### config.mk
export PLATFORM = sky130hd
export DESIGN_NAME = obb_mac
export DESIGN_NICKNAME = d
export VERILOG_FILES = /design/src/rtl/obb_pkg.sv /design/src/rtl/obb_mac.sv
export SDC_FILE = /design/constraint.sdc
export NUM_CORES = 2
export LEC_CHECK = 0
export BUFFER_PORTS_ARGS = -buffer_cell sky130_fd_sc_hd__buf_2
export CAP_MARGIN = 5
export CELL_PAD_IN_SITES_DETAIL_PLACEMENT = 2
export CELL_PAD_IN_SITES_GLOBAL_PLACEMENT = 2
export CORE_MARGIN = 2
export CORE_UTILIZATION = 37
export DETAILED_ROUTE_END_ITERATION = 10
export HOLD_SLACK_MARGIN = 0.02
export PLACE_DENSITY_LB_ADDON = 0.1
export SLEW_MARGIN = 20
export SYNTH_ARGS = -nofsm -noshare
export SYNTH_HDL_FRONTEND = slang
export SYNTH_SLANG_ARGS = --single-unit
### constraint.sdc
create_clock -name clk -period 7.06 [get_ports clk]
set_input_delay 0.353 -clock clk [delete_from_list [all_inputs] [get_ports clk]]
set_output_delay 0.353 -clock clk [all_outputs]
set_load 0.02 [all_outputs]
### src/rtl/obb_pkg.sv
// Shared types, constants and small decode tables for the oriented-box collision core.
// Used by obb_ctrl, obb_mac and obb_separating_axis_collision_core; depends on nothing.
`default_nettype none

package obb_pkg;

    // Field and internal widths.
    localparam int QW    = 16;   // quaternion component, Q1.14
    localparam int PW    = 32;   // position, Q16.16
    localparam int HW    = 31;   // half extent, unsigned Q15.16
    localparam int AW    = 25;   // axis component (matrix entries and cross products), Q.14
    localparam int CW    = 40;   // corner coordinate, Q16.16
    localparam int TW    = 50;   // projected corner, Q16.16
    localparam int DW    = 51;   // interval difference
    localparam int ACCW  = 66;   // accumulator
    localparam int OPAW  = 32;   // multiplier operand A
    localparam int OPBW  = 40;   // multiplier operand B
    localparam int BLOW  = 20;   // low slice of operand B
    localparam int FRAC  = 14;   // rounding shift
    localparam int AMEM  = 45;   // axis store: 15 axes of 3 components
    localparam int CMEM  = 48;   // corner store: 2 boxes, 8 corners, 3 components
    localparam int ADRW  = 6;

    localparam logic [3:0] LAST_AXIS = 4'd14;

    localparam logic signed [ACCW-1:0] RND_HALF = ACCW'(1) <<< (FRAC - 1);
    localparam logic signed [ACCW-1:0] ONE_Q28  = ACCW'(1) <<< 28;

    // Quaternion component selects.
    localparam logic [1:0] Q_W = 2'd0;
    localparam logic [1:0] Q_X = 2'd1;
    localparam logic [1:0] Q_Y = 2'd2;
    localparam logic [1:0] Q_Z = 2'd3;

    typedef enum logic [2:0] {
        S_IDLE,
        S_MAT,
        S_CROSS,
        S_CORN,
        S_PROJ,
        S_EVAL1,
        S_EVAL2,
        S_DONE
    } state_t;

    typedef enum logic [2:0] {
        P_ADDR,
        P_OPER,
        P_LO,
        P_HI,
        P_ACC,
        P_WR
    } step_t;

    // Sequencer position handed to the datapath.
    typedef struct packed {
        state_t     st;
        step_t      ph;
        logic [1:0] term;
        logic [3:0] hi;
        logic [1:0] lo;
        logic [3:0] axis;
    } seq_t;

    // Controls of the shared multiply-accumulate unit.
    typedef struct packed {
        logic load;
        logic oper;
        logic mul_lo;
        logic mul_hi;
        logic add;
    } mac_ctl_t;

    // One product term of a rotation matrix entry: (+/-2*q[sa]) * q[sb].
    typedef struct packed {
        logic [1:0] sa;
        logic [1:0] sb;
        logic       neg;
    } mterm_t;

    // Matrix entry e = column*3 + row, two terms each.
    function automatic mterm_t mat_term(input logic [3:0] e, input logic t);
        mterm_t m;
        m = '{sa: Q_W, sb: Q_W, neg: 1'b0};
        case (e)
            4'd0: m = t ? mterm_t'{Q_Z, Q_Z, 1'b1} : mterm_t'{Q_Y, Q_Y, 1'b1};
            4'd1: m = t ? mterm_t'{Q_W, Q_Z, 1'b0} : mterm_t'{Q_X, Q_Y, 1'b0};
            4'd2: m = t ? mterm_t'{Q_W, Q_Y, 1'b1} : mterm_t'{Q_X, Q_Z, 1'b0};
            4'd3: m = t ? mterm_t'{Q_W, Q_Z, 1'b1} : mterm_t'{Q_X, Q_Y, 1'b0};
            4'd4: m = t ? mterm_t'{Q_Z, Q_Z, 1'b1} : mterm_t'{Q_X, Q_X, 1'b1};
            4'd5: m = t ? mterm_t'{Q_W, Q_X, 1'b0} : mterm_t'{Q_Y, Q_Z, 1'b0};
            4'd6: m = t ? mterm_t'{Q_W, Q_Y, 1'b0} : mterm_t'{Q_X, Q_Z, 1'b0};
            4'd7: m = t ? mterm_t'{Q_W, Q_X, 1'b1} : mterm_t'{Q_Y, Q_Z, 1'b0};
            4'd8: m = t ? mterm_t'{Q_Y, Q_Y, 1'b1} : mterm_t'{Q_X, Q_X, 1'b1};
            default: m = '{sa: Q_W, sb: Q_W, neg: 1'b0};
        endcase
        return m;
    endfunction

    // Splits a pair index 3*i + j (below nine) into {i, j}.
    function automatic logic [3:0] split3(input logic [3:0] v);
        logic [3:0] r;
        r = 4'd0;
        case (v)
            4'd0: r = {2'd0, 2'd0};
            4'd1: r = {2'd0, 2'd1};
            4'd2: r = {2'd0, 2'd2};
            4'd3: r = {2'd1, 2'd0};
            4'd4: r = {2'd1, 2'd1};
            4'd5: r = {2'd1, 2'd2};
            4'd6: r = {2'd2, 2'd0};
            4'd7: r = {2'd2, 2'd1};
            4'd8: r = {2'd2, 2'd2};
            default: r = 4'd0;
        endcase
        return r;
    endfunction

    // Component index plus one, modulo three.
    function automatic logic [1:0] next3(input logic [1:0] v);
        logic [1:0] r;
        r = 2'd0;
        case (v)
            2'd0: r = 2'd1;
            2'd1: r = 2'd2;
            default: r = 2'd0;
        endcase
        return r;
    endfunction

    function automatic logic signed [QW-1:0] pick4(input logic [1:0] s,
                                                   input logic signed [QW-1:0] w,
                                                   input logic signed [QW-1:0] x,
                                                   input logic signed [QW-1:0] y,
                                                   input logic signed [QW-1:0] z);
        logic signed [QW-1:0] r;
        r = w;
        case (s)
            Q_X: r = x;
            Q_Y: r = y;
            Q_Z: r = z;
            default: r = w;
        endcase
        return r;
    endfunction

endpackage

`default_nettype wire

### src/rtl/obb_mac.sv
// Shared multiply-accumulate unit: a 32-bit by 40-bit product taken in two halves.
// Depends on obb_pkg for widths and the control struct.
`default_nettype none

module obb_mac (
    input  wire logic                                  clk,
    input  wire logic                                  rst_n,
    input  wire obb_pkg::mac_ctl_t                     ctl,
    input  wire logic signed [obb_pkg::OPAW-1:0]       op_a,
    input  wire logic signed [obb_pkg::OPBW-1:0]       op_b,
    input  wire logic signed [obb_pkg::ACCW-1:0]       bias,
    output logic signed [obb_pkg::ACCW-1:0]            acc
);

    logic signed [obb_pkg::OPAW-1:0] a_reg;
    logic signed [obb_pkg::OPBW-1:0] b_reg;
    logic signed [obb_pkg::ACCW-1:0] prod_reg;
    logic signed [obb_pkg::ACCW-1:0] acc_reg;
    logic signed [obb_pkg::BLOW:0]   b_lo;
    logic signed [obb_pkg::OPBW-obb_pkg::BLOW-1:0] b_hi;
    logic signed [obb_pkg::BLOW:0]   b_sel;
    logic signed [obb_pkg::OPAW+obb_pkg::BLOW:0]   prod;
    logic signed [obb_pkg::ACCW-1:0] prod_sh;

    // One multiplier: the low slice (unsigned) first, then the high slice carrying the sign.
    always_comb
    begin
        b_lo    = {1'b0, b_reg[obb_pkg::BLOW-1:0]};
        b_hi    = b_reg[obb_pkg::OPBW-1:obb_pkg::BLOW];
        b_sel   = ctl.mul_hi ? (obb_pkg::BLOW+1)'(b_hi) : b_lo;
        prod    = a_reg * b_sel;
        prod_sh = obb_pkg::ACCW'(prod) <<< obb_pkg::BLOW;
    end

    // Operand latch and product register.
    always_ff @(posedge clk)
    begin
        if (ctl.oper)
        begin
            a_reg <= op_a;
            b_reg <= op_b;
        end
        if (ctl.mul_lo)
        begin
            prod_reg <= obb_pkg::ACCW'(prod);
        end
        else if (ctl.mul_hi)
        begin
            prod_reg <= prod_sh;
        end
    end

    // Accumulator: loaded with the job's bias, then each partial product is added.
    always_ff @(posedge clk or negedge rst_n)
    begin
        if (!rst_n)
        begin
            acc_reg <= '0;
        end
        else if (ctl.load)
        begin
            acc_reg <= bias;
        end
        else if (ctl.mul_hi || ctl.add)
        begin
            acc_reg <= acc_reg + prod_reg;
        end
    end

    assign acc = acc_reg;

endmodule

`default_nettype wire

Word-level counts from Yosys, hierarchy flattened
Index checks and enable logic that the tools add are counted.
W data, S select, Z words.
{"block": "word_totals", "register_bits": 204, "latchBits": 0, "ramBits": 0, "rom_bits": 0, "in_bits": 145, "out_inout_bits": 66, "n_memories": 0}
{"block": "classes", "add_sub_neg": 1, "mul": 1, "n_div": 0, "magnitude_cmp": 0, "eq_ne": 0, "n_shift": 0, "muxes": 5, "bitwise": 0, "reduce_logical": 3}
{"cell": "$mux W66", "n": 4}
{"cell": "$add A66 B66 Y66", "n": 1}
{"cell": "$mul A32 B21 Y53", "n": 1}
{"cell": "$mux W21", "n": 1}
{"cell": "$reduce_bool A2 Y1", "n": 2}
{"cell": "$logic_or A1 B1 Y1", "n": 1}

Depth between registers and ports, before layout
{"block": "logic_depth", "word_depth": 4, "depth_mapped": 33, "depth_no_buf": 28}

Worst setup path before layout
OpenSTA, ideal clock, no wires.
{"block": "synth_path", "path_type": "input -> register", "start": "input port ctl[1] (netlist bit)", "end": "register prod_reg[55] (netlist bit) (data pin)", "setup_ns": 0.270, "t_arrival_ns": 7.694, "t_required_ns": 6.790, "path_slack_ns": -0.904, "cell_stages": 32, "path_buffers": 5, "path_cell_list": "clkbuf_1 > clkbuf_1 > mux2_2 > clkbuf_1 > and2_1 > fa_1 > inv_1 > fa_1 > inv_1 > fa_1 > inv_1 > fa_1 > inv_1 > fa_1 > fa_1 > inv_1 > fa_1 > inv_1 > ha_1 > buf_2 > nand4_1 > nor3_1 > nor2b_1 > nand4_1 > nand4_1 > a31oi_1 > o31ai_1 > nand4_1 > and3_1 > o21ai_1 > buf_1 > o21ai_0"}
{"block": "synth_via", "elab_chain_len": 4}
{"element": "start: declaration", "line": "obb_mac.sv:8", "text": "input wire obb_pkg::mac_ctl_t ctl,"}
{"element": "$mux W21 (*)", "line": "obb_mac.sv:30", "text": "b_sel = ctl.mul_hi ? (obb_pkg::BLOW+1)'(b_hi) : b_lo;"}
{"element": "$mul A32 B21 Y53 (*)", "line": "obb_mac.sv:31", "text": "prod = a_reg * b_sel;"}
{"element": "$mux W66", "line": "obb_mac.sv:47", "text": "else if (ctl.mul_hi)"}
{"element": "$mux W66 (*)", "line": "obb_mac.sv:43", "text": "if (ctl.mul_lo)"}
{"element": "end signal: assignment", "line": "obb_mac.sv:45", "text": "prod_reg <= obb_pkg::ACCW'(prod);"}
{"element": "end signal: assignment", "line": "obb_mac.sv:49", "text": "prod_reg <= prod_sh;"}
{"element": "end: declaration", "line": "obb_mac.sv:17", "text": "logic signed [obb_pkg::ACCW-1:0] prod_reg;"}
Mark *: on every way between the ends. The rest lies on a longest branch, timed or not. The select of a mux whose other input is x is not followed.
A chain may end at the register's enable or synchronous reset.

Final worst setup path
{"block": "layout_path", "start": "register b_reg[23] (netlist bit)", "end": "register prod_reg[57] (netlist bit) (data pin)"}
{"block": "layout_via", "elab_chain_len": 4}
{"element": "start: declaration", "line": "obb_mac.sv:16", "text": "logic signed [obb_pkg::OPBW-1:0] b_reg;"}
{"element": "start signal: assignment", "line": "obb_mac.sv:41", "text": "b_reg <= op_b;"}
{"element": "$mux W21 (*)", "line": "obb_mac.sv:30"}
{"element": "$mul A32 B21 Y53 (*)", "line": "obb_mac.sv:31"}
{"element": "$mux W66", "line": "obb_mac.sv:47"}
{"element": "$mux W66 (*)", "line": "obb_mac.sv:43"}
Marks and branches as above.

==> summary.txt <==
Run status
  • Status: complete, but fails checks
  • Failing checks: negative setup slack

STA
  • Slew Limit Fails: 0
  • Hold_ws: 57.3 ps
  • Max Clk Rate: 132 MHz
  • RSZ-0062 raised after global routing: true
  • Final setup margin: -499 ps
  • Hold Vio Cnt, Final: 0
  • Minimum clock period: 7560 ps
  • Fin Clk Skew: 33.2 ps
  • Slew @ Worst Pin: 861 ps
  • Final setup violation count: 40
  • Post-route clock period utilization: 107%
  • Max-slew headroom: 42.6%

Floorplan
  • Initial Util: 37.2%
  • Core ar.: 94700 µm²
  • Die Height: 313 µm
  • Num ports: 211
  • Core Rows: 113
  • Die ar.: 97700 µm²
  • Die width: 313 µm

Global route
  • GR Util All Layers: 25.8%
  • Vias in the first global route: 33100
  • GRT Residual Overflow: 0
  • Pin count of the biggest net entering global routing: 70
  • First-pass GRT wire length: 195000 µm
  • Initial antenna violation count: 2

Run
  • Max Cap Violations: 0

Logic synthesis
  • XOR/XNOR Fraction of Synth Area: 2.88%
  • Syn nets: 4771
  • Compound-cell area share of the yosys netlist: 8.52%
  • Largest family of logic cells by synthesized area: adder cells
  • Mapped Cells: 3759
  • Adder-Cell Fraction of Synth Area: 45.0%
  • Post-synth EDFFs: 138
  • Share of the synthesized area in the top cell type: 38.0%
  • Simple-Gate Fraction of Synth Area: 14.3%
  • Synth Warn #: 0
  • Share of flip-flops with an asynchronous set or reset: 32.4%
  • Synth Flop Type: edfxtp_1
  • Post-synthesis cell type count: 72
  • Synth Register Bits: 204
  • Top cells by area, synth: fa_1 38%, edfxtp_1 12%, inv_1 8.2%
  • Mean Syn Cell Area: 9.37 µm²
  • Synthesized area: 35200 µm²
  • Top cell type by total area after synthesis: fa_1
  • Mux share of post-synthesis cell area: 2.47%
  • Sequential fraction of the synthesis area: 16.4%

Clock network
  • TritonCTS Buffers: 28
  • TritonCTS clock tree: built
  • Reg clk slew, reported paths: 70 ps
  • Clock Tree Buf Depth: 3
  • Clock Tree Root: clkbuf_16
  • Clk sinks: 204
  • H-tree depth: 1
  • Worst skew pair latency: 630 ps

Worst setup path
  • Maximum fanout along the worst path: 7
  • Req. time, crit path: 7420 ps
  • Startpoint Class: flop
  • Critical Path AT: 7920 ps
  • Crit end category: flop
  • Buf+Inv Stages, Crit Path: 6
  • Critical-path top delay cell: fa_2
  • Top delay family on crit path: adder cells
  • CP max stage delay: 610 ps
  • Crit path kind: reg -> reg
  • Most frequent cell on the critical path: fa_1

Detailed routing
  • DR DRC count: 0
  • Metal3 WL: 4050 µm
  • 1st-pass router iterations: 4
  • Vias per cell: 4.96
  • Routed WL: 126000 µm
  • DRT iter0 DRCs: 1175
  • Met2 WL: 62600 µm
  • WL/cell: 22.3 µm
  • Top Layer Used: met4
  • Vias: 28000
  • WL met1: 56600 µm
  • Post-route ant nets: 0

Finish
  • Fillers: 10100
  • Final nets: 5357
  • Layout cells sized above 1: 21.3%
  • Layout Area Growth over Synthesis: 24.9%

Min path
  • HP Class: in -> reg

Placed design
  • Place WS: -999 ps
  • I/O Buffers: 210
  • Placer congestion estimate: 0.845
  • Dpl hpwl: 102000 µm
==> cell families (layout without fill, tap and decap cells) <==
logic type,Yosys count,after routing
other,0,1
and+or+nand+nor,1050,1050
AOI/OAI and AO/OA,475,475
buffers and inverters,969,1575
muxes,78,80
xor gates and xnor gates,116,116
adders and majority gates,867,867
DFF,204,204
==> Yosys cell counts, drive strengths merged (15+ instances only) <==
| master | number |
|---|---|
| a21o | 77 |
| a21oi | 157 |
| a31oi | 18 |
| and2 | 298 |
| and3 | 16 |
| clkbuf | 185 |
| dfrtp | 66 |
| edfxtp | 138 |
| fa | 669 |
| ha | 198 |
| inv | 774 |
| mux2 | 71 |
| nand2 | 500 |
| nand2b | 16 |
| nand3 | 25 |
| nand4 | 21 |
| nor2 | 113 |
| nor3 | 15 |
| o21ai | 118 |
| o21bai | 23 |
| xnor2 | 67 |
| xor2 | 49 |
==> worst paths after layout <==
kind | end | start | slack, ps | cells after the start
max reg2reg | prod_reg[57] | b_reg[23] | -500 | 27
max in group asynchronous | acc[57] | rst_n | 5900 | 3
min | acc[34] | bias[34] | 60 | 3
min reg2reg | acc[49] | acc[49] | 650 | 2
min in group asynchronous | acc[8] | rst_n | 130 | 2
max | prod_reg[57] | b_reg[23] | -500 | 27
==> cell usage in the layout, fill, tap and decap left out, types with 45 or more instances in the layout <==
cell,Yosys,layout
inv_1,773,745
fa_1,669,641
nand2_1,500,490
buf_4,1,350
and2_1,298,280
buf_2,5,207
ha_1,198,179
a21oi_1,156,139
edfxtp_1,138,138
dlygate4sd3_1,0,136
nor2_1,113,111
o21ai_0,114,87
a21o_1,77,77
dfrtp_1,66,66
mux2_2,71,59
xnor2_1,67,57
xor2_1,49,45
==> metal layers <==
layer	track usage, %	vias to the layer above
met1	34.6	14700
li1	-	12700
met3	2.86	114
met2	45.5	437
met4	4.64	0
met5	0	-
==> timing repair <==
action | in CTS | in global routing
hold buffers | 136 | 0
pin swaps | 88 | 66
endpoints found under the setup margin | 43 | 49
buffers inserted | 40 | 15
hold endpoints to repair | 147 | 0
gates resized for setup | 114 | 93
cloned | 4 | 0
==> metrics by stage <==
| stage | area, µm² | TNS (ps) | util [%] | cells |
|---|---|---|---|---|
| 4_1_cts | 43500 | -12410 | 45.9 | 5618 |
| 5_1_grt | 44000 | -21430 | 46.5 | 5633 |
| 2_1_floorplan | 35700 | -2370 | - | 3759 |
| 6_report | 44000 | -11670 | 46.5 | 5633 |
| 3_5_place_dp | 40400 | -35380 | 42.6 | 5388 |
| 3_3_place_gp | 40400 | -29730 | 42.6 | 5388 |
==> worst reg2reg max path, stage by stage (launching register included) <==
cell and delay, ps:
edfxtp_1 460, mux2_4 370, and2_1 200, fa_1 480, fa_1 530, inv_1 50
fa_1 480, inv_1 70, fa_2 610, fa_2 470, fa_1 520, inv_2 50
fa_1 510, inv_2 50, ha_4 260, nand4_1 180, nor3_4 220, nor2b_4 200
nand4_1 140, nand4_1 150, buf_6 130, a31oi_4 100, o31ai_4 220, nand4_1 140
and3_1 180, o21ai_2 160, buf_6 140, a21bo_4 220
==> layout make-up <==
class                           count  area, µm²  area share, %
Sequential cell                   204       5800           13.2
Tap cell                         1265       1580           3.60
Clock inverter                     14        193          0.438
Inverter                          774       2910           6.61
Multi-Input combinational cell   2588      26800           60.8
Timing Repair Buffer              749       5950           13.5
Clock buffer                       38        810           1.84
Antenna cell                        1       2.50        0.00569
Power is not shown: default switching activity piles up to over one toggle a cycle in this logic, so the estimate is an artifact.
