### config.mk
export PLATFORM = sky130hd
export DESIGN_NAME = obb_ctrl
export DESIGN_NICKNAME = d
export VERILOG_FILES = /design/src/rtl/obb_pkg.sv /design/src/rtl/obb_ctrl.sv
export SDC_FILE = /design/constraint.sdc
export NUM_CORES = 1
export LEC_CHECK = 0
export ABC_AREA = 1
export BUFFER_PORTS_ARGS = -buffer_cell sky130_fd_sc_hd__buf_2
export CORE_MARGIN = 2
export CORE_UTILIZATION = 49
export DETAILED_ROUTE_END_ITERATION = 12
export GPL_ROUTABILITY_DRIVEN = 0
export PLACE_DENSITY = 0.75
export SKIP_LAST_GASP = 1
export SLEW_MARGIN = 20
export SYNTH_ARGS = -nofsm -noshare
export SYNTH_HDL_FRONTEND = slang
export SYNTH_SLANG_ARGS = --single-unit
export TNS_END_PERCENT = 5
### constraint.sdc
create_clock -name clk -period 1.4 [get_ports clk]
set_clock_uncertainty 0.1 [all_clocks]
set_input_delay 0.07 -clock clk [delete_from_list [all_inputs] [get_ports clk]]
set_output_delay 0.07 -clock clk [all_outputs]
set_load 0.005 [all_outputs]
### src/rtl/obb_pkg.sv
// Shared types, constants and small decode tables for the oriented-box collision core.
// Used by obb_ctrl, obb_mac and obb_separating_axis_collision_core; depends on nothing.
`default_nettype none

package obb_pkg;

    // Field and internal widths.
    localparam int QW    = 16;   // quaternion component, Q1.14
    localparam int PW    = 32;   // position, Q16.16
    localparam int HW    = 31;   // half extent, unsigned Q15.16
    localparam int AW    = 25;   // axis component (matrix entries and cross products), Q.14
    localparam int CW    = 40;   // corner coordinate, Q16.16
    localparam int TW    = 50;   // projected corner, Q16.16
    localparam int DW    = 51;   // interval difference
    localparam int ACCW  = 66;   // accumulator
    localparam int OPAW  = 32;   // multiplier operand A
    localparam int OPBW  = 40;   // multiplier operand B
    localparam int BLOW  = 20;   // low slice of operand B
    localparam int FRAC  = 14;   // rounding shift
    localparam int AMEM  = 45;   // axis store: 15 axes of 3 components
    localparam int CMEM  = 48;   // corner store: 2 boxes, 8 corners, 3 components
    localparam int ADRW  = 6;

    localparam logic [3:0] LAST_AXIS = 4'd14;

    localparam logic signed [ACCW-1:0] RND_HALF = ACCW'(1) <<< (FRAC - 1);
    localparam logic signed [ACCW-1:0] ONE_Q28  = ACCW'(1) <<< 28;

    // Quaternion component selects.
    localparam logic [1:0] Q_W = 2'd0;
    localparam logic [1:0] Q_X = 2'd1;
    localparam logic [1:0] Q_Y = 2'd2;
    localparam logic [1:0] Q_Z = 2'd3;

    typedef enum logic [2:0] {
        S_IDLE,
        S_MAT,
        S_CROSS,
        S_CORN,
        S_PROJ,
        S_EVAL1,
        S_EVAL2,
        S_DONE
    } state_t;

    typedef enum logic [2:0] {
        P_ADDR,
        P_OPER,
        P_LO,
        P_HI,
        P_ACC,
        P_WR
    } step_t;

    // Sequencer position handed to the datapath.
    typedef struct packed {
        state_t     st;
        step_t      ph;
        logic [1:0] term;
        logic [3:0] hi;
        logic [1:0] lo;
        logic [3:0] axis;
    } seq_t;

    // Controls of the shared multiply-accumulate unit.
    typedef struct packed {
        logic load;
        logic oper;
        logic mul_lo;
        logic mul_hi;
        logic add;
    } mac_ctl_t;

    // One product term of a rotation matrix entry: (+/-2*q[sa]) * q[sb].
    typedef struct packed {
        logic [1:0] sa;
        logic [1:0] sb;
        logic       neg;
    } mterm_t;

    // Matrix entry e = column*3 + row, two terms each.
    function automatic mterm_t mat_term(input logic [3:0] e, input logic t);
        mterm_t m;
        m = '{sa: Q_W, sb: Q_W, neg: 1'b0};
        case (e)
            4'd0: m = t ? mterm_t'{Q_Z, Q_Z, 1'b1} : mterm_t'{Q_Y, Q_Y, 1'b1};
            4'd1: m = t ? mterm_t'{Q_W, Q_Z, 1'b0} : mterm_t'{Q_X, Q_Y, 1'b0};
            4'd2: m = t ? mterm_t'{Q_W, Q_Y, 1'b1} : mterm_t'{Q_X, Q_Z, 1'b0};
            4'd3: m = t ? mterm_t'{Q_W, Q_Z, 1'b1} : mterm_t'{Q_X, Q_Y, 1'b0};
            4'd4: m = t ? mterm_t'{Q_Z, Q_Z, 1'b1} : mterm_t'{Q_X, Q_X, 1'b1};
            4'd5: m = t ? mterm_t'{Q_W, Q_X, 1'b0} : mterm_t'{Q_Y, Q_Z, 1'b0};
            4'd6: m = t ? mterm_t'{Q_W, Q_Y, 1'b0} : mterm_t'{Q_X, Q_Z, 1'b0};
            4'd7: m = t ? mterm_t'{Q_W, Q_X, 1'b1} : mterm_t'{Q_Y, Q_Z, 1'b0};
            4'd8: m = t ? mterm_t'{Q_Y, Q_Y, 1'b1} : mterm_t'{Q_X, Q_X, 1'b1};
            default: m = '{sa: Q_W, sb: Q_W, neg: 1'b0};
        endcase
        return m;
    endfunction

    // Splits a pair index 3*i + j (below nine) into {i, j}.
    function automatic logic [3:0] split3(input logic [3:0] v);
        logic [3:0] r;
        r = 4'd0;
        case (v)
            4'd0: r = {2'd0, 2'd0};
            4'd1: r = {2'd0, 2'd1};
            4'd2: r = {2'd0, 2'd2};
            4'd3: r = {2'd1, 2'd0};
            4'd4: r = {2'd1, 2'd1};
            4'd5: r = {2'd1, 2'd2};
            4'd6: r = {2'd2, 2'd0};
            4'd7: r = {2'd2, 2'd1};
            4'd8: r = {2'd2, 2'd2};
            default: r = 4'd0;
        endcase
        return r;
    endfunction

    // Component index plus one, modulo three.
    function automatic logic [1:0] next3(input logic [1:0] v);
        logic [1:0] r;
        r = 2'd0;
        case (v)
            2'd0: r = 2'd1;
            2'd1: r = 2'd2;
            default: r = 2'd0;
        endcase
        return r;
    endfunction

    function automatic logic signed [QW-1:0] pick4(input logic [1:0] s,
                                                   input logic signed [QW-1:0] w,
                                                   input logic signed [QW-1:0] x,
                                                   input logic signed [QW-1:0] y,
                                                   input logic signed [QW-1:0] z);
        logic signed [QW-1:0] r;
        r = w;
        case (s)
            Q_X: r = x;
            Q_Y: r = y;
            Q_Z: r = z;
            default: r = w;
        endcase
        return r;
    endfunction

endpackage

`default_nettype wire

### src/rtl/obb_ctrl.sv
// Sequencer of the collision core: walks matrix, cross-axis, corner and projection jobs.
// Depends on obb_pkg for the state and step enums and the sequencer struct.
`default_nettype none

module obb_ctrl (
    input  wire logic          clk,
    input  wire logic          rst_n,
    input  wire logic          go,
    output obb_pkg::seq_t      seq,
    output logic               busy
);

    obb_pkg::state_t st_reg, st_next;
    obb_pkg::step_t  ph_reg, ph_next;
    logic [1:0] term_reg, term_next;
    logic [3:0] hi_reg, hi_next;
    logic [1:0] lo_reg, lo_next;
    logic [3:0] axis_reg, axis_next;
    logic [1:0] last_term;
    logic       last_job;
    logic       job_st;
    logic       job_end;

    // Job bookkeeping.
    always_comb
    begin
        job_st    = (st_reg == obb_pkg::S_MAT) || (st_reg == obb_pkg::S_CROSS) ||
                    (st_reg == obb_pkg::S_CORN) || (st_reg == obb_pkg::S_PROJ);
        last_term = ((st_reg == obb_pkg::S_CORN) || (st_reg == obb_pkg::S_PROJ)) ? 2'd2 : 2'd1;
        last_job  = 1'b0;
        unique case (st_reg)
            obb_pkg::S_MAT:   last_job = (hi_reg == 4'd5) && (lo_reg == 2'd2);
            obb_pkg::S_CROSS: last_job = (hi_reg == 4'd8) && (lo_reg == 2'd2);
            obb_pkg::S_CORN:  last_job = (hi_reg == 4'd15) && (lo_reg == 2'd2);
            obb_pkg::S_PROJ:  last_job = (hi_reg == 4'd15);
            default:          last_job = 1'b0;
        endcase
        job_end = job_st && (ph_reg == obb_pkg::P_WR) && last_job;
    end

    // Next state.
    always_comb
    begin
        st_next = st_reg;
        unique case (st_reg)
            obb_pkg::S_IDLE:  if (go) st_next = obb_pkg::S_MAT;
            obb_pkg::S_MAT:   if (job_end) st_next = obb_pkg::S_CROSS;
            obb_pkg::S_CROSS: if (job_end) st_next = obb_pkg::S_CORN;
            obb_pkg::S_CORN:  if (job_end) st_next = obb_pkg::S_PROJ;
            obb_pkg::S_PROJ:  if (job_end) st_next = obb_pkg::S_EVAL1;
            obb_pkg::S_EVAL1: st_next = obb_pkg::S_EVAL2;
            obb_pkg::S_EVAL2: st_next = (axis_reg == obb_pkg::LAST_AXIS) ?
                                        obb_pkg::S_DONE : obb_pkg::S_PROJ;
            obb_pkg::S_DONE:  st_next = obb_pkg::S_IDLE;
            default:          st_next = obb_pkg::S_IDLE;
        endcase
    end

    // Step, term and job counters.
    always_comb
    begin
        ph_next   = ph_reg;
        term_next = term_reg;
        hi_next   = hi_reg;
        lo_next   = lo_reg;
        axis_next = axis_reg;
        if ((st_reg == obb_pkg::S_IDLE) && go)
        begin
            ph_next   = obb_pkg::P_ADDR;
            term_next = 2'd0;
            hi_next   = 4'd0;
            lo_next   = 2'd0;
            axis_next = 4'd0;
        end
        else if (st_reg == obb_pkg::S_EVAL2)
        begin
            axis_next = axis_reg + 4'd1;
        end
        else if (job_st)
        begin
            unique case (ph_reg)
                obb_pkg::P_ADDR: ph_next = obb_pkg::P_OPER;
                obb_pkg::P_OPER: ph_next = obb_pkg::P_LO;
                obb_pkg::P_LO:   ph_next = obb_pkg::P_HI;
                obb_pkg::P_HI:   ph_next = obb_pkg::P_ACC;
                obb_pkg::P_ACC:
                begin
                    if (term_reg == last_term)
                    begin
                        ph_next = obb_pkg::P_WR;
                    end
                    else
                    begin
                        ph_next   = obb_pkg::P_ADDR;
                        term_next = term_reg + 2'd1;
                    end
                end
                obb_pkg::P_WR:
                begin
                    ph_next   = obb_pkg::P_ADDR;
                    term_next = 2'd0;
                    if (last_job)
                    begin
                        hi_next = 4'd0;
                        lo_next = 2'd0;
                    end
                    else if ((st_reg == obb_pkg::S_PROJ) || (lo_reg == 2'd2))
                    begin
                        hi_next = hi_reg + 4'd1;
                        lo_next = 2'd0;
                    end
                    else
                    begin
                        lo_next = lo_reg + 2'd1;
                    end
                end
                default: ph_next = obb_pkg::P_ADDR;
            endcase
        end
    end

    always_ff @(posedge clk or negedge rst_n)
    begin
        if (!rst_n)
        begin
            st_reg   <= obb_pkg::S_IDLE;
            ph_reg   <= obb_pkg::P_ADDR;
            term_reg <= 2'd0;
            hi_reg   <= 4'd0;
            lo_reg   <= 2'd0;
            axis_reg <= 4'd0;
        end
        else
        begin
            st_reg   <= st_next;
            ph_reg   <= ph_next;
            term_reg <= term_next;
            hi_reg   <= hi_next;
            lo_reg   <= lo_next;
            axis_reg <= axis_next;
        end
    end

    // Outputs.
    always_comb
    begin
        busy     = (st_reg != obb_pkg::S_IDLE);
        seq.st   = st_reg;
        seq.ph   = ph_reg;
        seq.term = term_reg;
        seq.hi   = hi_reg;
        seq.lo   = lo_reg;
        seq.axis = axis_reg;
    end

endmodule

`default_nettype wire

Yosys cells after proc, flatten, opt, wreduce, memory -nomap -nowiden
Cells that the tools add are included.
- flip-flop bits (word level): 18
- word-level logic and storage cells: 92
- multiplexer cells: 33
- equal/unequal tests: 25
- add/sub/neg operators: 4
- reductions and logical operators: 24
- operators with widths (kind ; count):
    2-to-1 mux 4 bit ; 8
    2-to-1 mux 3 bit ; 9
    2-to-1 mux 2 bit ; 12
    case mux 3 bit (8 select lines) ; 1
    equality test 3 bit, second input constant ; 6
    case mux 3 bit (5 select lines) ; 1
    equality test 3 x 2 -> 1 bit, second input constant ; 4
    equality test 4 bit, second input constant ; 3
    != test 2 bit, second input constant ; 6
    nonzero test 3 bit ; 3
    adder 4 x 1 -> 4 bit, second input constant ; 2
    AND reduction 4 bit ; 2
    equality test 3 x 1 -> 1 bit, second input constant ; 2
    logical AND 1 bit ; 6
    zero test 3 bit ; 2
    nonzero test 2 bit ; 3
    logical OR 1 bit ; 5
    AND reduction 5 bit ; 1
    adder 2 x 1 -> 2 bit, second input constant ; 2
    equality test 4 x 3 -> 1 bit, second input constant ; 1
    case mux 1 bit (4 select lines) ; 1
    case mux 2 bit (2 select lines) ; 1
    != test 3 bit, second input constant ; 1
    AND reduction 3 bit ; 1
    3 further kinds ; 3

Longest topological paths before layout
Gate-level depths: netlist (run 1).
- depth after elaboration: 9
- depth in mapped cells: 13

Least setup slack after synthesis (run 1)
No wires, ideal clock.
- path kind: reg2reg
- start point: register st_reg[1]
- end point: register hi_reg[2]
- library setup time: 0.118 ns
- slack: -0.148 ns
- arrival time: 1.330 ns
- cell stages (with the launch flop): 12
- required time: 1.182 ns
- cell sequence: dfrtp_1 buf_2 nor2_4 nand2_2 nand2_4 inv_2 nand2_4 nand2_4 inv_4 nand2_2 nand2_1 nand2_1
- cells in the longest elaborated chain, start to end: 7
- ends and longest elaborated chain (what ; RTL line ; RTL):
    start: declaration ; obb_ctrl.sv:13 ; obb_pkg::state_t st_reg, st_next;
    start signal: assignment ; obb_ctrl.sv:126 ; st_reg <= obb_pkg::S_IDLE;
    start signal: assignment ; obb_ctrl.sv:135 ; st_reg <= st_next;
    equality test 3 bit, or another cell as far along ; obb_ctrl.sv:28, obb_ctrl.sv:31, obb_ctrl.sv:107 ;
    case mux 1 bit (4 select lines) ; obb_ctrl.sv:31 ; unique case (st_reg)
    2-to-1 mux 4 bit ; obb_ctrl.sv:102 ; if (last_job)
    2-to-1 mux 4 bit ; obb_ctrl.sv:81 ; unique case (ph_reg)
    2-to-1 mux 4 bit ; obb_ctrl.sv:79 ; else if (job_st)
    2-to-1 mux 4 bit ; obb_ctrl.sv:75 ; else if (st_reg == obb_pkg::S_EVAL2)
    2-to-1 mux 4 bit ; obb_ctrl.sv:67 ; if ((st_reg == obb_pkg::S_IDLE) && go)
    end signal: assignment ; obb_ctrl.sv:138 ; hi_reg <= hi_next;
    end: declaration ; obb_ctrl.sv:16 ; logic [3:0] hi_reg, hi_next;
Several ways; a longest one is shown, not always the timed one. The select of a mux whose other input is x is not followed.
A chain may end at the register's enable or synchronous reset.

Worst setup path in the final report (run 1)
- start point: register st_reg[0]
- end point: register term_reg[1]
- cells in the longest elaborated chain, start to end: 6
- ends and longest elaborated chain (what ; RTL line ; RTL):
    equality test 3 x 2 -> 1 bit, or another cell as far along ; obb_ctrl.sv:28, obb_ctrl.sv:29 ;
    logical OR 1 bit, on equally long branches ; obb_ctrl.sv:29, obb_ctrl.sv:27 ;
    2-to-1 mux 2 bit / logical OR 1 bit (equally long branches) ; obb_ctrl.sv:29, obb_ctrl.sv:27 ;
    equality test 2 bit / logical OR 1 bit (equally long branches) ; obb_ctrl.sv:88, obb_ctrl.sv:28 ;
    != test 3 bit (no line) / nonzero test 2 bit (equally long branches) ; -- ;
    AND reduction 4 bit (no line) ; -- ;
    end signal: assignment ; obb_ctrl.sv:137 ; term_reg <= term_next;
    end: declaration ; obb_ctrl.sv:15 ; logic [1:0] term_reg, term_next;
Several ways; a longest one is shown, not always the timed one.

==> results of run 1 <==
[kinds of logic (layout without fill, tap and decap cells)]
| family | after synthesis | after routing | synth area share |
|---|---|---|---|
| compound gates | 15 | 15 | 0.0747 |
| simple gates | 96 | 96 | 0.429 |
| flops | 18 | 18 | 0.363 |
| xor+xnor | 2 | 2 | 0.0141 |
| fa+ha+maj | 4 | 4 | 0.0404 |
| buf+inv | 25 | 75 | 0.0787 |
[metrics by stage]
stage | std cells | total power, mW | worst slack [ns] | util | hold slack [ns]
after floorplan | 160 | 0.530 | -0.117 | - | -0.326
after global placement | 232 | 0.544 | -0.152 | 0.642 | -0.0767
after detailed placement | 232 | 0.544 | -0.212 | 0.642 | -0.0744
after CTS | 240 | 0.805 | -0.152 | 0.674 | 0.0963
after global routing | 240 | 0.833 | -0.257 | 0.674 | 0.130
final | 240 | 0.793 | -0.156 | 0.674 | 0.101
[cell type report]
| cell class | instances | area [µm²] |
|---|---|---|
| Clock buffer | 3 | 22.5 |
| Tap cell | 30 | 37.5 |
| Timing Repair Buffer | 48 | 323 |
| Fill cell | 199 | 792 |
| Sequential cell | 18 | 453 |
| Multi-Input combinational cell | 117 | 712 |
| Inverter | 24 | 92.6 |
[per-layer routing]
metal  vias to the layer above  wire length (µm)  global-route usage
met5                         -                 0                   0
met2                        21              1510               0.408
li1                        619                 -                   -
met3                         2                71              0.0328
met1                       564              1240               0.265
met4                         0                18              0.0750
[power groups by stage]
stage / logic [mW] / registers [mW] / clock network, mW
2_1_floorplan: 0.00000880 / 0.530 / 0
5_1_grt: 0.0185 / 0.520 / 0.294
6_report: 0.0154 / 0.520 / 0.258
3_5_place_dp: 0.0144 / 0.530 / 0
4_1_cts: 0.0166 / 0.520 / 0.269
3_3_place_gp: 0.0143 / 0.530 / 0
[worst min-delay path: stages]
cell and delay [ns]:
buf_2 0.11, or2_2 0.16, nand3_1 0.08, nand2_1 0.05
[worst max path at each step]
| stage | start | endpoint | slack [ns] | cells after the start |
|---|---|---|---|---|
| 3_5_place_dp | st_reg[0]$_DFFE_PN0P_ | st_reg[0]$_DFFE_PN0P_ | -0.21 | 10 |
| 6_report | st_reg[0]$_DFFE_PN0P_ | term_reg[1]$_DFFE_PN0P_ | -0.16 | 8 |
| 5_1_grt | st_reg[0]$_DFFE_PN0P_ | term_reg[0]$_DFFE_PN0P_ | -0.26 | 10 |
| 2_1_floorplan | st_reg[1]$_DFFE_PN0P_ | st_reg[0]$_DFFE_PN0P_ | -0.12 | 11 |
| 3_3_place_gp | st_reg[1]$_DFFE_PN0P_ | term_reg[1]$_DFFE_PN0P_ | -0.15 | 10 |
| 4_1_cts | hi_reg[0]$_DFFE_PN0P_ | st_reg[0]$_DFFE_PN0P_ | -0.15 | 13 |
[cell usage in the layout (no fill, tap or decap), types with 2 or more instances in the layout]
cell,instances
nor2_4,2
nand3_2,3
nand2_1,37
a21oi_1,3
ha_1,4
nor2_1,5
buf_2,21
nand2_2,6
dfrtp_1,16
xor2_1,2
buf_4,25
clkbuf_4,3
or2_2,2
inv_2,6
nand4_1,7
nand2_4,9
dfrtp_2,2
o21ai_1,3
inv_1,17
nor3_1,2
nand3_1,15
nor2_2,6
o21ai_0,5
[repair_timing]
item                                    4_1_cts  5_1_grt
setup buffers                                 4        0
hold buffers                                  1        0
pin swaps                                     2        0
resized for setup                             6        0
hold endpoints to repair                     18        0
endpoints found under the setup margin       19       19
==> impl_metrics.ini, run 1 <==
[worst_hold_path]
worstHoldPathCells = 4
holdCritStartpoint = go
hold_path_class = in2reg
min_to = st_reg[2]$_DFFE_PN0P_

[critical_path]
cp_slowest_cell = dfrtp_2
r2r_start = st_reg[0]$_DFFE_PN0P_
r2r_slack_ns = -0.16
path_buf_inv = 1
setup.worst_path.end_class = register
worstPathRequired_ns = 1.49
crit_family = simple AND/OR/NAND/NOR gates
cp_common_cell = nand2_1
cp_cell_sequence = nor2_4 > nand3_4 > nand2_2 > inv_1 > nand2_1 > nand3_2 > nand2_1 > o21ai_1
cp_max_fo = 7
r2r-end = term_reg[1]$_DFFE_PN0P_
crit_arrival_ns = 1.65
r2r_cells = 8
cpPeakStageDelay_ns = 0.47
cp-start-kind = register
path_class = reg2reg

[final_layout]
post-route-cell-area_um2 = 1640
drive_gt1_frac = 0.424
diodes = 0
area_growth_pct = 32.3
final_nets = 219

[yosys]
async_flop_share = 1.00
syn-instance-count = 160
yosysUniqueCellTypes = 27
synth.avg_cell_area_um2 = 7.75
synthesis.area_um2 = 1240
netlist_top_cells_area = dfrtp_1 (36%), nand2_1 (12%), nand2_4 (6.4%)
synth_edf_count = 0
yosysTopAreaCell = dfrtp_1
synth_top_area_share = 0.363
synth_ff_type = dfrtp_1
yosys_warnings = 0
synth_fp_nets = 167
synth_common_cells = nand2_1 (39), dfrtp_1 (18), inv_1 (17)
ys_seq_elements = 18
ys_seq_area_frac = 0.363
yosysMostFrequentCell = nand2_1

[drt]
drt-pass1-iter-count = 4
vias = 1206
wirelength_mm = 2.84
drtIter0Drc = 15
final_antenna_net_count = 0
drc = 0
wl_per_cell_um = 11.8
vias_per_cell = 5.03

[pwr]
p_sw_frac = 0.214
clkPwrFrac = 0.325
pwr-share-comb = 0.019
ir_worst_vdd_mv = 0.511
p_per_area_nw_per_um2 = 483
p_int_mw = 0.623
power_switching_mw = 0.170
pwr-share-seq = 0.655
leakage_nw = 0.865

[clock_network]
cts_tree = built
root_buffer = clkbuf_4
numCtsBuffers = 3
insertion_delay_ns = 0.29
numClockSinks = 18
path_clk_slew_ns = 0.11
h-tree-depth = 1
clock_tree.buffer_depth = 2

[grt]
grt_max_degree = 19
antenna_found_initial = 0
grt_pass1_vias = 1167
overflow = 0
grt_pass1_wl_mm = 4.75
grt_usage = 0.223

[place]
io_buffers = 21
placed_cell_area_um2 = 1560
hpwl_mm = 2.17

[sta]
fin_crit_ns = 1.56
fin_crit_sh = 1.11
worstMarginPinSlew_ns = 0.406
setup_viol = 18
slew_headroom = 0.729
slew_violations = 0
hold_viol = 0
setup_ws_ns = -0.156
setup_tns_ns = -1.90
rsz0062_at_grt = true
fmax_mhz = 642

[flow_run]
drv_cap = 0

[die]
die_w_um = 54.3
dieArea_um2 = 2950
chipHeight_um = 54.3
row_count = 18
fp.coreArea_um2 = 2430
io-pin-count = 22
start_util = 0.510

[run_status]
outcome = complete, but fails checks
violations = negative setup slack
(Power assumes the default switching activity.)
==> inputs of run 2 (changes only) <==
ABC_AREA = 0   (was 1)
==> run 2 against run 1 <==
The run still ends with negative setup slack left; final area grew 11%; critical path type unchanged; combinational power grew to 120 times the previous value; synthesized cell count shrank 18%; largest cell class unchanged; maximum frequency shrank 21%; via count grew 13%; clock power grew 34%.
==> impl_metrics.ini, run 2 <==
[yosys]
ys_seq_elements = 18
synth_top_area_share = 0.364
synthesis.area_um2 = 1240
yosysUniqueCellTypes = 50
syn-instance-count = 132
async_flop_share = 1.00
synth_common_cells = dfrtp_1 (18), nor2_1 (14), o21ai_0 (12)
synth_ff_type = dfrtp_1
synth.avg_cell_area_um2 = 9.37
yosysTopAreaCell = dfrtp_1
synth_fp_nets = 139
yosys_warnings = 0
netlist_top_cells_area = dfrtp_1 (36%), o21ai_0 (4.9%), nor2_1 (4.2%)
synth_edf_count = 0
ys_seq_area_frac = 0.364
yosysMostFrequentCell = dfrtp_1

[sta]
rsz0062_at_grt = true
setup_viol = 19
fmax_mhz = 510
fin_crit_ns = 1.96
hold_viol = 0
worstMarginPinSlew_ns = 0.441
fin_crit_sh = 1.40
slew_violations = 0
setup_ws_ns = -0.560
slew_headroom = 0.706

[pwr]
p_per_area_nw_per_um2 = 1700
leakage_nw = 0.903
ir_worst_vdd_mv = 1.28

[run_status]
outcome = complete, but fails checks
violations = negative setup slack

[place]
dp_cells = 219
post-place-ws_ns = -0.535
io_buffers = 21
hpwl_mm = 2.52

[clock_network]
root_buffer = clkbuf_4
path_clk_slew_ns = 0.12
numCtsBuffers = 3
clock_tree.buffer_depth = 2
cts_tree = built
insertion_delay_ns = 0.31
h-tree-depth = 1
numClockSinks = 18

[final_layout]
final_common_cell = buf_4
instances_no_fill = 232
final_nets = 210
drive_gt1_frac = 0.470
fillers = 172
area_growth_pct = 46.9
diodes = 0
final_cell_mix = buf_4 (47), buf_2 (21), dfrtp_1 (15)

[drt]
drt-pass1-iter-count = 4
drc = 0
wirelength_mm = 3.82
vias_per_cell = 5.88
wl_per_cell_um = 16.5
vias = 1363
drtIter0Drc = 32
final_antenna_net_count = 0

[die]
row_count = 18
io-pin-count = 22
chipHeight_um = 54.3
die_w_um = 54.3
dieArea_um2 = 2940
fp.coreArea_um2 = 2430
start_util = 0.509

[worst_hold_path]
hold_path_class = in2async

[grt]
grt_pass1_wl_mm = 5.64
grt_pass1_vias = 1251
grt_usage = 0.272
overflow = 0
grt_max_degree = 19
antenna_found_initial = 0

[critical_path]
crit_arrival_ns = 2.07
r2r_start = st_reg[1]$_DFFE_PN0P_
worstPathRequired_ns = 1.51
cp-start-kind = register
path_class = reg2reg
setup.worst_path.end_class = register
cp_max_fo = 6
setup.worst_path.start = st_reg[1]$_DFFE_PN0P_

[flow_run]
drv_cap = 0
[run 2: cell count changes after synthesis, moves of 7 or more]
cell,change
inv_1,-9
nand2_4,-7
nor2_1,+7
nand3_1,-13
o21ai_0,+7
nand2_1,-30
[run 2: metrics by stage]
step                      power [mW]  utilization  hold WS, ns  area, µm²  TNS [ns]
after floorplan                 1.74            -       -0.326       1240     -4.56
after global routing            3.29        0.747        0.138       1820     -9.56
after global placement          2.46        0.682      -0.0758       1660     -6.32
after detailed placement        2.55        0.682      -0.0720       1660     -7.20
after CTS                       3.02        0.737        0.122       1790     -7.15
final                           3.09        0.747        0.118       1820     -8.33
[run 2: kinds of logic after synthesis]
family,Yosys count,synth area share
buf+inv,14,0.0566
simple gates,56,0.273
fa+ha+maj,4,0.0404
xor+xnor,4,0.0283
flops,18,0.364
compound gates,33,0.213
mux,3,0.0243
[run 2: report_power, final]
group          switching [mW]  internal, mW  leakage, nW
combinational           0.913         0.985        0.659
clock                   0.186         0.159       0.0210
sequential              0.156         0.693        0.223
total                    1.26          1.84        0.903
[run 2: what timing repair did]
item	CTS	global route
pin swaps	3	2
hold endpoints to repair	18	0
hold buffers	1	0
buffers inserted	6	2
gates resized for setup	10	3
endpoints found under the setup margin	19	20
gates cloned	0	0
[run 2: routing by layer]
layer	GRT usage	share of wire
met1	0.314	0.41
met3	0.0574	0.062
met2	0.468	0.49
met4	0.146	0.038
met5	0	0
[run 2: area by class of cell]
| class | instances | area, µm² | share of cell area |
|---|---|---|---|
| multi-input combinational | 100 | 758 | 0.417 |
| clock buffer | 4 | 36.3 | 0.0200 |
| inverter | 8 | 30.0 | 0.0165 |
| tap | 30 | 37.5 | 0.0206 |
| sequential | 18 | 454 | 0.250 |
| timing repair buffer | 72 | 502 | 0.276 |
[run 2: critical path: stages, from the launching register on]
cell      delay, ns
dfrtp_2        0.47
buf_6          0.15
xnor2_2        0.13
nor4b_2        0.28
buf_4          0.17
a211oi_4       0.07
buf_4          0.16
a21o_1         0.15
a22o_1         0.18
[run 2: worst paths after layout]
| check | end | slack, ns | depth (start not counted) |
|---|---|---|---|
| worst max-delay path | hi_reg[3]$_DFFE_PN0P_ | -0.56 | 8 |
| worst min-delay path | ph_reg[2]$_DFFE_PN0P_ | 0.12 | 2 |
| worst max register to register | hi_reg[3]$_DFFE_PN0P_ | -0.56 | 8 |
| worst min register to register | axis_reg[3]$_DFFE_PN0P_ | 0.48 | 2 |
| max in group asynchronous | st_reg[2]$_DFFE_PN0P_ | 0.75 | 2 |
| min in group clk | st_reg[0]$_DFFE_PN0P_ | 0.43 | 7 |
==> inputs of run 3 (changes only) <==
--- a/config.mk
+++ b/config.mk
@@ -9,6 +9,9 @@
 export BUFFER_PORTS_ARGS = -buffer_cell sky130_fd_sc_hd__buf_2
+export CELL_PAD_IN_SITES_DETAIL_PLACEMENT = 1
+export CELL_PAD_IN_SITES_GLOBAL_PLACEMENT = 1
 export CORE_MARGIN = 2
-export CORE_UTILIZATION = 49
+export CORE_UTILIZATION = 37
 export DETAILED_ROUTE_END_ITERATION = 12
 export GPL_ROUTABILITY_DRIVEN = 0
+export MAX_ROUTING_LAYER = met4
 export PLACE_DENSITY = 0.75
--- a/constraint.sdc
+++ b/constraint.sdc
@@ -4,2 +4,2 @@
 set_output_delay 0.07 -clock clk [all_outputs]
-set_load 0.005 [all_outputs]
+set_load 0.01 [all_outputs]
==> run 3 against run 2 <==
The run still ends with negative setup slack left; power fell by 0.77%; critical path depth fell by 1; flip-flop and latch count did not move; critical endpoint is now lo_reg[1]$_DFFE_PN0P_; largest cell class unchanged; highest routed layer unchanged.
==> impl_metrics.ini, run 3 (synthesis gave the netlist of run 2 again) <==
[pwr]
leakage_nw = 0.888
ir_worst_vdd_mv = 0.927
p_per_area_nw_per_um2 = 1700

[final_layout]
final_nets = 207
drive_gt1_frac = 0.449
fillers = 375
final_common_cell = buf_4
final_cell_mix = buf_4 (46), buf_2 (21), dfrtp_1 (16)
diodes = 0
area_growth_pct = 45.9

[place]
io_buffers = 21
hpwl_mm = 2.80
post-place-ws_ns = -0.529

[sta]
setup_tns_ns = -7.55
rsz0062_at_grt = true
worstMarginPinSlew_ns = 0.447
fin_crit_sh = 1.37
fmax_mhz = 520
setup_ws_ns = -0.523
setup_viol = 19
slew_violations = 0
fin_crit_ns = 1.92
holdWs_ns = 0.136
hold_viol = 0
slew_headroom = 0.702

[die]
chipHeight_um = 61.8
start_util = 0.396
io-pin-count = 22
fp.coreArea_um2 = 3130
dieArea_um2 = 3820
row_count = 20
die_w_um = 61.8

[drt]
drc = 0
wl_per_cell_um = 16.6
vias_per_cell = 5.30
wirelength_mm = 4.01
final_antenna_net_count = 0
drt-pass1-iter-count = 4
drtIter0Drc = 69
vias = 1283

[critical_path]
worstPathRequired_ns = 1.50
path_class = reg2reg
cp-start-kind = register
setup.worst_path.end_class = register
crit_arrival_ns = 2.02
cp_max_fo = 8

[grt]
antenna_found_initial = 0
grt_max_degree = 19
overflow = 0
grt_pass1_wl_mm = 6.53
grt_usage = 0.243
grt_pass1_vias = 1423

[worst_hold_path]
hold_path_class = in2async

[clock_network]
cts_tree = built
path_clk_slew_ns = 0.11
root_buffer = clkbuf_4
insertion_delay_ns = 0.30
numClockSinks = 18
numCtsBuffers = 3
clock_tree.buffer_depth = 2
h-tree-depth = 1

[flow_run]
drv_cap = 0

[run_status]
violations = negative setup slack
outcome = complete, but fails checks
## run 3: changes by cell type in the layout (fill, tap and decap cells not counted), sizes merged
cell and delta:
buf -3, clkbuf -1
## run 3: path summary, 6_finish.rpt
path / startpoint / endpoint / slack [ns] / depth (start not counted)
setup / recovery: st_reg[2]$_DFFE_PN0P_ / lo_reg[1]$_DFFE_PN0P_ / -0.52 / 7
hold / removal: rst_n / axis_reg[0]$_DFFE_PN0P_ / 0.14 / 2
setup reg to reg: st_reg[2]$_DFFE_PN0P_ / lo_reg[1]$_DFFE_PN0P_ / -0.52 / 7
hold reg to reg: ph_reg[1]$_DFFE_PN0P_ / ph_reg[1]$_DFFE_PN0P_ / 0.52 / 2
max in group asynchronous: rst_n / st_reg[2]$_DFFE_PN0P_ / 0.73 / 2
min in group clk: go / axis_reg[1]$_DFFE_PN0P_ / 0.37 / 5
## run 3: metal layers
metal	GRT usage	routed length, µm	up-vias
met3	0.0373	66	6
met5	-	0	-
met2	0.417	2020	19
met1	0.280	1860	645
met4	0.109	68	0
li1	-	-	613
## run 3: what timing repair did
item,in CTS,in global routing
pin swaps,6,3
resized for setup,7,5
endpoints found under the hold margin,18,0
setup endpoints to repair,19,20
setup buffers,7,0
hold buffers,1,0
## run 3: area by class of cell
type                            count  area (µm²)  area share
Multi-Input combinational cell    100         764       0.423
Tap cell                           44        55.1      0.0305
Timing Repair Buffer               69         480       0.266
Inverter                            8        30.0      0.0166
Sequential cell                    18         453       0.251
Clock buffer                        3        22.5      0.0125
## run 3: metrics by stage
stage           util  cell area, µm²  std cells  power (mW)
3_3_place_gp   0.530            1660        231        2.47
6_report       0.577            1810        242        3.07
3_5_place_dp   0.530            1660        231        2.57
4_1_cts        0.569            1780        242        3.01
5_1_grt        0.577            1810        242        3.31
2_1_floorplan      -            1240        132        1.80
## run 3: report_power, final
| group | total [mW] | internal, mW | leakage [nW] | switching, mW |
|---|---|---|---|---|
| combinational | 1.92 | 0.966 | 0.651 | 0.958 |
| clock | 0.277 | 0.100 | 0.0138 | 0.177 |
| sequential | 0.868 | 0.693 | 0.224 | 0.175 |
## run 3: worst max-delay path, stage by stage (launching register included)
cell and delay, ns:
dfrtp_2 0.47, nor2b_1 0.22, nor3b_2 0.26, buf_4 0.21
a21oi_4 0.05, buf_4 0.15, buf_4 0.13, a22o_1 0.22
